==> config.mk <==
export PLATFORM = sky130hd
export DESIGN_NAME = led_pattern_driver
export DESIGN_NICKNAME = d
export VERILOG_FILES = /design/src/lpd_pkg.sv /design/src/led_pattern_driver.sv
export SDC_FILE = /design/constraint.sdc
export NUM_CORES = 1
export LEC_CHECK = 0
export BUFFER_PORTS_ARGS = -buffer_cell sky130_fd_sc_hd__clkbuf_2
export CORE_ASPECT_RATIO = 1.1
export CORE_MARGIN = 8
export CORE_UTILIZATION = 63
export CTS_CLUSTER_DIAMETER = 40
export DETAILED_ROUTE_END_ITERATION = 7
export PLACE_DENSITY = 0.79
export SYNTH_ARGS = -nofsm -noshare
export SYNTH_HDL_FRONTEND = slang
export SYNTH_SLANG_ARGS = --single-unit
==> constraint.sdc <==
create_clock -name clk -period 8.5 [get_ports clk]
set_input_delay 0.425 -clock clk [delete_from_list [all_inputs] [get_ports clk]]
set_output_delay 0.425 -clock clk [all_outputs]
set_load 0.02 [all_outputs]
==> src/lpd_pkg.sv <==
// Shared types, constants and pattern functions of the LED pattern driver.
package lpd_pkg;

  localparam int CHANNELS  = 6;
  localparam int CH_IDX_W  = (CHANNELS > 1) ? $clog2(CHANNELS) : 1;
  localparam int OUT_W     = 6;
  localparam int OUT_CH    = (CHANNELS < OUT_W) ? CHANNELS : OUT_W;
  localparam int TIME_W    = 32;
  localparam int PHASE_W   = 11;
  localparam int CFG_IDX_W = 1;

  localparam logic OP_TICK = 1'b0;
  localparam logic OP_SET  = 1'b1;

  localparam logic [CFG_IDX_W-1:0] REG_ACTIVE_LOW = 1'd0;
  localparam logic [CFG_IDX_W-1:0] REG_ENABLE     = 1'd1;

  localparam logic [2:0] PAT_OFF    = 3'd0;
  localparam logic [2:0] PAT_SOLID  = 3'd1;
  localparam logic [2:0] PAT_FAST   = 3'd2;
  localparam logic [2:0] PAT_SLOW   = 3'd3;
  localparam logic [2:0] PAT_DOUBLE = 3'd4;
  localparam logic [2:0] PAT_TRIPLE = 3'd5;

  localparam logic [PHASE_W-1:0] FAST_PERIOD  = 11'd200;
  localparam logic [PHASE_W-1:0] FAST_ON      = 11'd100;
  localparam logic [PHASE_W-1:0] SLOW_PERIOD  = 11'd1000;
  localparam logic [PHASE_W-1:0] SLOW_ON      = 11'd200;
  localparam logic [PHASE_W-1:0] PULSE_PERIOD = 11'd2000;
  localparam logic [PHASE_W-1:0] PULSE_LEN    = 11'd80;
  localparam logic [PHASE_W-1:0] PULSE2_START = 11'd200;
  localparam logic [PHASE_W-1:0] PULSE2_END   = 11'd280;
  localparam logic [PHASE_W-1:0] PULSE3_START = 11'd400;
  localparam logic [PHASE_W-1:0] PULSE3_END   = 11'd480;

  typedef enum logic [2:0] {
    S_IDLE,
    S_LOAD,
    S_FOLD,
    S_REDUCE,
    S_DECIDE,
    S_DONE
  } state_t;

  // Period of the pattern; patterns without a period use any nonzero value.
  function automatic logic [PHASE_W-1:0] pattern_period(input logic [2:0] pat);
    logic [PHASE_W-1:0] p;
    unique case (pat)
      PAT_FAST:               p = FAST_PERIOD;
      PAT_SLOW:               p = SLOW_PERIOD;
      PAT_DOUBLE, PAT_TRIPLE: p = PULSE_PERIOD;
      default:                p = FAST_PERIOD;
    endcase
    return p;
  endfunction

  function automatic logic pattern_lit(input logic [2:0] pat,
                                       input logic [PHASE_W-1:0] ph);
    logic lit;
    unique case (pat)
      PAT_SOLID:  lit = 1'b1;
      PAT_FAST:   lit = (ph < FAST_ON);
      PAT_SLOW:   lit = (ph < SLOW_ON);
      PAT_DOUBLE: lit = (ph < PULSE_LEN) || ((ph >= PULSE2_START) && (ph < PULSE2_END));
      PAT_TRIPLE: lit = (ph < PULSE_LEN) || ((ph >= PULSE2_START) && (ph < PULSE2_END)) ||
                        ((ph >= PULSE3_START) && (ph < PULSE3_END));
      default:    lit = 1'b0;
    endcase
    return lit;
  endfunction

endpackage

==> src/led_pattern_driver.sv <==
// Top level of the LED pattern driver: channel state, sequencer and shared remainder unit.
//
//   channel | ports                                            | direction
//   --------+--------------------------------------------------+----------
//   in      | in_valid/in_ready, operation, channel, pattern,  | input
//           | now_ms                                           |
//   out     | out_valid/out_ready, on_mask, drive_mask,        | output
//           | written_mask                                     |
//   cfg     | cfg_valid/cfg_ready, cfg_index, cfg_data         | input
//
// Each updated channel runs through these steps: load the elapsed time, fold it below
// 2048 while keeping it modulo the period, compare and subtract to bring it below the
// period, then decide the lit value. A tick updates every channel in turn, a set only
// its own channel, and a set with an out-of-range channel goes straight to its result.
// Reset (rst_n low, synchronous) clears patterns and output-valid bits, resets the config
// registers and the handshakes. The result sits in an output register, so the next item
// is taken while it waits; a stalled out channel holds the sequencer in its final state
// only once a second result is ready.
module led_pattern_driver import lpd_pkg::*; (
  input  logic                 clk,
  input  logic                 rst_n,
  input  logic                 in_valid,
  output logic                 in_ready,
  input  logic                 in_operation,
  input  logic [2:0]           in_channel,
  input  logic [2:0]           in_pattern,
  input  logic [TIME_W-1:0]    in_now_ms,
  output logic                 out_valid,
  input  logic                 out_ready,
  output logic [OUT_W-1:0]     out_on_mask,
  output logic [OUT_W-1:0]     out_drive_mask,
  output logic [OUT_W-1:0]     out_written_mask,
  input  logic                 cfg_valid,
  output logic                 cfg_ready,
  input  logic [CFG_IDX_W-1:0] cfg_index,
  input  logic [OUT_W-1:0]     cfg_data
);

  state_t state_r, state_nxt;

  // Per-channel state.
  logic [2:0]        pattern_r [CHANNELS];
  logic [TIME_W-1:0] start_r   [CHANNELS];
  logic [CHANNELS-1:0] lit_r;
  logic [CHANNELS-1:0] valid_r;

  // Item and sequencer registers.
  logic                 op_r;
  logic [TIME_W-1:0]    now_r;
  logic [CH_IDX_W-1:0]  cur_r;
  logic [CHANNELS-1:0]  written_r;
  logic [TIME_W-1:0]    elapsed_r;
  logic [PHASE_W-1:0]   period_r;

  logic [OUT_W-1:0] active_low_r;
  logic [OUT_W-1:0] enable_r;

  logic             out_valid_r;
  logic [OUT_W-1:0] on_r, drive_r, wr_r;

  // Control strobes from the sequencer.
  logic in_xfer, out_load, in_range, last_ch, want;
  logic [TIME_W-1:0]  fold_v;
  logic [PHASE_W-1:0] ph;
  logic folded, below;
  logic [OUT_W-1:0] on_nxt, drive_nxt, wr_nxt;

  assign in_range = (32'(in_channel) < CHANNELS);
  assign last_ch  = (op_r == OP_SET) || (cur_r == CH_IDX_W'(CHANNELS - 1));
  assign ph       = elapsed_r[PHASE_W-1:0];
  assign want     = pattern_lit(pattern_r[cur_r], ph);
  assign folded   = (fold_v[TIME_W-1:PHASE_W] == '0);
  assign below    = (ph < period_r);

  // Fold step: 2048 = 2000 + 48 and every period divides 2000, so replacing
  // hi * 2048 + lo by hi * 48 + lo keeps the value modulo each period.
  always_comb begin
    fold_v = TIME_W'({elapsed_r[TIME_W-1:PHASE_W], 5'b0}) +
             TIME_W'({elapsed_r[TIME_W-1:PHASE_W], 4'b0}) +
             TIME_W'(ph);
  end

  // Output strobes.
  always_comb begin
    in_ready = (state_r == S_IDLE);
    in_xfer  = in_valid && in_ready;
    out_load = (state_r == S_DONE) && (!out_valid_r || out_ready);
  end

  // Next state.
  always_comb begin
    state_nxt = state_r;
    unique case (state_r)
      S_IDLE: begin
        if (in_xfer) begin
          if (in_operation == OP_SET && !in_range) begin
            state_nxt = S_DONE;
          end else begin
            state_nxt = S_LOAD;
          end
        end
      end
      S_LOAD: state_nxt = S_FOLD;
      S_FOLD: begin
        if (folded) begin
          state_nxt = S_REDUCE;
        end
      end
      S_REDUCE: begin
        if (below) begin
          state_nxt = S_DECIDE;
        end
      end
      S_DECIDE: state_nxt = last_ch ? S_DONE : S_LOAD;
      S_DONE: begin
        if (out_load) begin
          state_nxt = S_IDLE;
        end
      end
      default: state_nxt = S_IDLE;
    endcase
  end

  // Result word from the channel state and the config registers.
  always_comb begin
    on_nxt    = '0;
    drive_nxt = '0;
    wr_nxt    = '0;
    for (int c = 0; c < OUT_CH; c++) begin
      on_nxt[c]    = lit_r[c];
      drive_nxt[c] = enable_r[c] && (lit_r[c] ^ active_low_r[c]);
      wr_nxt[c]    = written_r[c];
    end
  end

  always_ff @(posedge clk) begin
    if (!rst_n) begin
      state_r      <= S_IDLE;
      valid_r      <= '0;
      lit_r        <= '0;
      active_low_r <= '0;
      enable_r     <= '1;
      out_valid_r  <= 1'b0;
      for (int c = 0; c < CHANNELS; c++) begin
        pattern_r[c] <= PAT_OFF;
      end
    end else begin
      state_r <= state_nxt;

      if (cfg_valid && cfg_ready) begin
        unique case (cfg_index)
          REG_ACTIVE_LOW: active_low_r <= cfg_data;
          REG_ENABLE:     enable_r     <= cfg_data;
          default: ;
        endcase
      end

      unique case (state_r)
        S_IDLE: begin
          if (in_xfer) begin
            op_r      <= in_operation;
            now_r     <= in_now_ms;
            written_r <= '0;
            if (in_operation == OP_TICK) begin
              cur_r <= '0;
            end else if (in_range) begin
              cur_r <= CH_IDX_W'(in_channel);
              // A new pattern restarts the cycle: drop the output-valid bit.
              if (pattern_r[CH_IDX_W'(in_channel)] != in_pattern) begin
                pattern_r[CH_IDX_W'(in_channel)] <= in_pattern;
                valid_r[CH_IDX_W'(in_channel)]   <= 1'b0;
              end
            end
          end
        end
        S_LOAD: begin
          if (valid_r[cur_r]) begin
            elapsed_r <= now_r - start_r[cur_r];
          end else begin
            elapsed_r      <= '0;
            start_r[cur_r] <= now_r;
          end
          period_r <= pattern_period(pattern_r[cur_r]);
        end
        S_FOLD: begin
          elapsed_r <= fold_v;
        end
        S_REDUCE: begin
          // Subtract the period until the phase lies below it.
          if (!below) begin
            elapsed_r <= elapsed_r - TIME_W'(period_r);
          end
        end
        S_DECIDE: begin
          // Rewrite the output when invalid or when the lit value changes.
          if (!valid_r[cur_r] || (want != lit_r[cur_r])) begin
            lit_r[cur_r]     <= want;
            valid_r[cur_r]   <= 1'b1;
            written_r[cur_r] <= 1'b1;
          end
          if (!last_ch) begin
            cur_r <= cur_r + 1'b1;
          end
        end
        S_DONE: ;
        default: ;
      endcase

      // Hold the result until its transfer; load a new one when the register frees.
      if (out_load) begin
        out_valid_r <= 1'b1;
        on_r        <= on_nxt;
        drive_r     <= drive_nxt;
        wr_r        <= wr_nxt;
      end else if (out_valid_r && out_ready) begin
        out_valid_r <= 1'b0;
      end
    end
  end

  assign cfg_ready        = 1'b1;
  assign out_valid        = out_valid_r;
  assign out_on_mask      = on_r;
  assign out_drive_mask   = drive_r;
  assign out_written_mask = wr_r;

endmodule

# Yosys cells after proc, flatten, opt, wreduce, memory -nomap -nowiden
# Memories as Yosys holds them, arrays and structs flattened. A register that Yosys moved wholly into a read port is not among the register bits.
# Cells that the tools add are included.
# op_classes
n_addsub	5
magnitude_cmp	13
eq_ne	24
mux	54
bitwise	11
reduce_logical	40
# op_table
operator	n
one-hot mux 32 bit (3 select lines)	1
2-to-1 mux 32 bit	2
2-to-1 mux 3 bit	14
2-to-1 mux 6 bit	7
subtractor 32 x 11 -> 32 bit	1
subtractor 32 bit	1
adder 27 x 11 -> 28 bit	1
adder 26 x 25 -> 27 bit	1
one-hot mux 6 bit (2 select lines)	2
< comparator 11 x 7 -> 1 bit, second input constant	2
< comparator 11 x 9 -> 1 bit, second input constant	2
one-hot mux 11 bit (2 select lines)	1
zero test 21 bit	1
2-to-1 mux 1 bit	19
one-hot mux 3 bit (6 select lines)	1
equality test 3 bit, second input constant	5
logical AND 1 bit	14
equality test 3 x 2 -> 1 bit, second input constant	4
inequality test 2 bit, second input constant	6
bitwise OR 6 bit	2
greater-or-equal comparator 11 x 8 -> 1 bit, second input constant	1
greater-or-equal comparator 11 x 9 -> 1 bit, second input constant	1
< comparator 11 bit	1
< comparator 11 x 8 -> 1 bit, second input constant	1
other kinds (30)	56
# word_totals
regBits	131
mem_bits_rw	210
inputBits	51
out_inout_bits	21
elab_cells	164
memories	2
# mem_list
memory	words	width	rd	rd_ports_with_merged_regs	write_ports	line	source
start_r	6	32	1	1	1	led_pattern_driver.sv:43	logic [TIME_W-1:0] start_r [CHANNELS];
pattern_r	6	3	2	1	6	led_pattern_driver.sv:42	logic [2:0] pattern_r [CHANNELS];

# Longest topological paths before layout
# depth
ltp_word	11
depth_mapped	18
ltp_nobuf	15

# Worst setup path before layout
# Ideal clock, no wire load.
# synth_timing
path_kind	register to register
start	register (tool-made name)
end	register elapsed_r[27], data pin
setup_time_ns	0.270
arrival_ns	4.585
required_time_ns	8.230
slack_ns	3.644
stages_incl_launch_ff	16
n_path_buf	3
period_less_slack_ns	4.856
cell_sequence	dfxtp_1 -> clkbuf_1 -> buf_2 -> buf_1 -> mux4_2 -> o21ai_0 -> ha_1 -> nor2b_1 -> o211ai_1 -> a31oi_1 -> o2bb2ai_1 -> a2111oi_1 -> a21oi_1 -> a211oi_1 -> xor2_1 -> o22ai_1
# synth_lines
item	line	source
end signal, assigned	led_pattern_driver.sv:178	elapsed_r <= now_r - start_r[cur_r];
end signal, assigned	led_pattern_driver.sv:186	elapsed_r <= fold_v;
end signal, assigned	led_pattern_driver.sv:191	elapsed_r <= elapsed_r - TIME_W'(period_r);
end, declared	led_pattern_driver.sv:52	logic [TIME_W-1:0] elapsed_r;

==> results.txt <==
* Combinational share of power: 0.308
- The Yosys step of the flow raised 0 warnings.
- Final #Nets: 1636
* Total length of routed wires: 39300 um
- Leading cell types by total area after synthesis: edfxtp_1, ha_1, mux4_2
- STA classifies the critical path startpoint as a flop.
* Internal power: 3.64 mW
* Post-layout total power: 5.46 mW
- The share of the Yosys chip area taken by registers is 0.563.
* Initial DRC Count: 1072
- The tool flagged a number of max-cap violations equal to 0.
* Power share of the sequential group: 0.383
- Die X-Extent: 176 um
- DR vias: 11944
- Nature of the critical path endpoint: flop
* Number of global-route vias before repair: 11802
- The run finished with clean final reports.
- The max-slew violation count is 0.
- EDFF count, synth: 310
* Hold depth: 1
- The layout has 1929 filler cells.
- After legalization and detailed placement, the total HPWL measured 26100 um.
* Combined global-route utilization of all metal layers: 0.233
- Buffers inserted during clock tree synthesis total 41.
* Min cycle time layout: 5.25 ns
* Initial Util: 0.637
- Clock latency on the worst-skew pair, taken at its later pin, is 0.53 ns.
- Number of clock sinks: 341
- Mean instance size in the synthesized netlist: 12.5 um^2
- Post-Route Setup TNS: 0 ns
* Cts-stage hold buffer count: 0
- Switching fraction of total power: 0.334
- Mapped Cells: 1411
- Fin util: 0.711
- The pre-antenna-repair detailed-routing pass consisted of 6 iterations.
* Leakage power of the design: 7.34 nW
- For the pin with the worst max-slew slack, the measured transition is 1.08 ns.
- Final period utilization: 0.618
- Via density: 6.35
* Proportion of layout cells with a drive suffix above 1: 0.144
- For this design the top-level I/O count stands at 72.
* CTS root buf: clkbuf_16
- Final setup violation count: 0
* Routability cong.: 0.906
- The number of antenna diodes in the final layout is 0.
- Max clock buf depth: 3
- Global routing finished with a remaining overflow of 0.
- On the final layout, the worst clock skew is 0.0234 ns.
- The critical path is of the reg2reg type.
- Number of setup buffers added after CTS: 0
- Worst min path class: in2reg
- Total core area: 27700 um^2
- Once the clock tree was built, the resizer swapped 0 gates to a different size.
- Clock edge transition at the registers on the reported setup and hold paths: 0.06 ns
- The first global-routing pass estimated 62400 um of wire.
- Die area: 33600 um^2
- Number of routed nets with antenna violations: 0
* Yosys top cell by area: edfxtp_1
* Post-synth cell types: 81
- Main synth FF type: edfxtp_1
* Max Clock Freq: 0.190 GHz
- Synth-to-Final Area Change: 11.8%
- Of the post-synthesis cell area, the dominant cell type holds 0.528.
* Crit path required time: 8.73 ns
* RSZ-0062 raised after global routing: no
- TritonCTS built the clock tree.
- Largest voltage drop on the vdd net: 0.000275 V
- Worst path arrival time: 5.49 ns
- Register bit count reported by yosys: 341
- Number of cell instances on the worst register-to-register path: 13
- Power density relative to cell area: 277 nW/um^2
- For this run, design rule violations remaining after detail routing come to 0.
* Final Hold Viols: 0
* Number of placement rows: 64
- In the final routed layout, each cell accounts on average for 20.9 um.
* Initial antenna violation count: 0
- The worst pin sits at a relative slew slack of 0.279.
* Switching power total: 1.82 mW
- Post-synthesis async set-or-reset flop share: 0
* Die H: 191 um
* Number of buffer cells added on primary ports: 70
* CP Max Fanout: 37
* Mapped Area: 17600 um^2
* Largest net degree at the start of global routing: 68
* CTS HTree Levels: 2
- Of the total power, the clock network draws 0.309.
-- critical path, cell delays in order (launching register included) --
cell and delay [ns]:
dfxtp_4 0.81, buf_4 0.66, mux4_2 0.57, o21ai_0 0.18, ha_1 0.36, and3_1 0.26, nand4_1 0.15, or2_0 0.16
o2bb2ai_1 0.08, a2111oi_1 0.76, a21oi_1 0.28, a211oi_1 0.38, xor2_1 0.18, o22ai_1 0.09
-- placed cells by master (no fill, tap or decap), drive strengths merged, types with 11 or more instances in the layout --
cell,netlist,final
a31oi,11,11
and2,17,17
nor2b,22,22
nor2,91,91
clkbuf,43,119
ha,89,89
nand2,123,123
a21oi,60,60
inv,53,64
edfxtp,310,310
mux4,41,41
and3,13,13
nand3,35,35
xor2,27,27
o211ai,11,11
mux2i,51,51
a21o,26,26
o21a,12,12
buf,11,12
a22oi,12,12
xnor2,45,45
dfxtp,31,31
nand2b,18,18
o21ai,97,97
a211oi,14,14
nor3,21,21
-- registers in the layout, indices dropped and copies added (netlist names), 4 cells and up, named ones only --
signal            cells
active_low_r          6
elapsed_r            30
enable_r              6
lit_r                 6
now_r                32
out_drive_mask        6
out_on_mask           6
out_written_mask      6
pattern_r            24
period_r              4
start_r             192
valid_r               6
wr_nxt                6
-- kinds of logic after synthesis --
kind of cell | share of synthesized area
mux | 0.0851
other cells | 0.000426
flops | 0.563
buf+inv | 0.0237
simple gates | 0.101
xor+xnor | 0.0358
fa+ha+maj | 0.0733
compound gates | 0.117
-- stage by stage --
stage | hold slack, ns | instances | instance area [um^2] | setup slack [ns]
floorplan | 0.427 | 1416 | 17700 | 3.64
global placement | 0.440 | 1807 | 18400 | 3.41
detailed placement | 0.447 | 1807 | 18400 | 3.35
CTS | 0.0505 | 1882 | 19700 | 3.30
global route | 0.0482 | 1882 | 19700 | 2.95
finish | 0.0677 | 1882 | 19700 | 3.25
-- final timing paths --
path	startpoint	end	slack (ns)
worst max-delay path	flop	elapsed_r[27]$_DFFE_PP_	3.25
worst min-delay path	in_now_ms[2]	now_r[2]$_DFFE_PP_	0.07
worst max register to register	flop	elapsed_r[27]$_DFFE_PP_	3.25
worst min register to register	wr_nxt[3]$_SDFFCE_PN0P_	out_written_mask[3]$_DFFE_PP_	0.45
-- power by group through the flow --
stage               clock network [mW]  registers [mW]  logic (mW)
floorplan                            0            2.06        1.28
global placement                     0            2.12        1.60
detailed placement                   0            2.12        1.63
CTS                               1.71            2.09        1.65
global route                      1.77            2.10        1.84
finish                            1.69            2.09        1.68
-- metal layers --
metal | wire [um] | global-route usage | share of wire
met4 | 1160 | 0.0855 | 0.029
met1 | 16700 | 0.310 | 0.43
met2 | 18600 | 0.383 | 0.47
met3 | 2820 | 0.0391 | 0.072
met5 | 0 | 0 | 0
-- Yosys cell counts (3+ instances only) --
| master | n |
|---|---|
| dfxtp_1 | 31 |
| nor2_1 | 91 |
| nand3_1 | 35 |
| edfxtp_1 | 310 |
| nor2b_1 | 22 |
| o22ai_1 | 9 |
| a21o_1 | 26 |
| clkbuf_1 | 43 |
| buf_1 | 5 |
| o21bai_1 | 5 |
| inv_1 | 53 |
| nand2b_1 | 18 |
| a221o_1 | 3 |
| o221ai_1 | 6 |
| a21oi_1 | 60 |
| a31oi_1 | 11 |
| buf_2 | 4 |
| mux2_2 | 6 |
| nand4_1 | 10 |
| a22oi_1 | 11 |
| mux2i_1 | 51 |
| nor3_1 | 21 |
| nand3b_1 | 4 |
| a221oi_1 | 3 |
| a211oi_1 | 14 |
| o21a_1 | 11 |
| ha_1 | 89 |
| o31ai_1 | 3 |
| o211ai_1 | 11 |
| xor2_1 | 27 |
| mux4_2 | 41 |
| a21boi_0 | 3 |
| nand2_1 | 123 |
| xnor2_1 | 45 |
| and2_1 | 17 |
| or2_2 | 4 |
| o21ai_0 | 95 |
| or3_1 | 7 |
| and3_1 | 12 |
| o2111ai_1 | 4 |
| fa_1 | 9 |
| a22o_1 | 5 |
| a32o_1 | 3 |
-- final cells by class --
cell class | count | area [um^2] | share of cell area
Sequential cell | 341 | 9940 | 0.504
Multi-Input combinational cell | 968 | 7360 | 0.373
Clock buffer | 49 | 1060 | 0.0536
Tap cell | 363 | 454 | 0.0230
Timing Repair Buffer | 82 | 440 | 0.0223
Clock inverter | 26 | 267 | 0.0135
Inverter | 53 | 199 | 0.0101
Power figures use the tool's default switching activity.
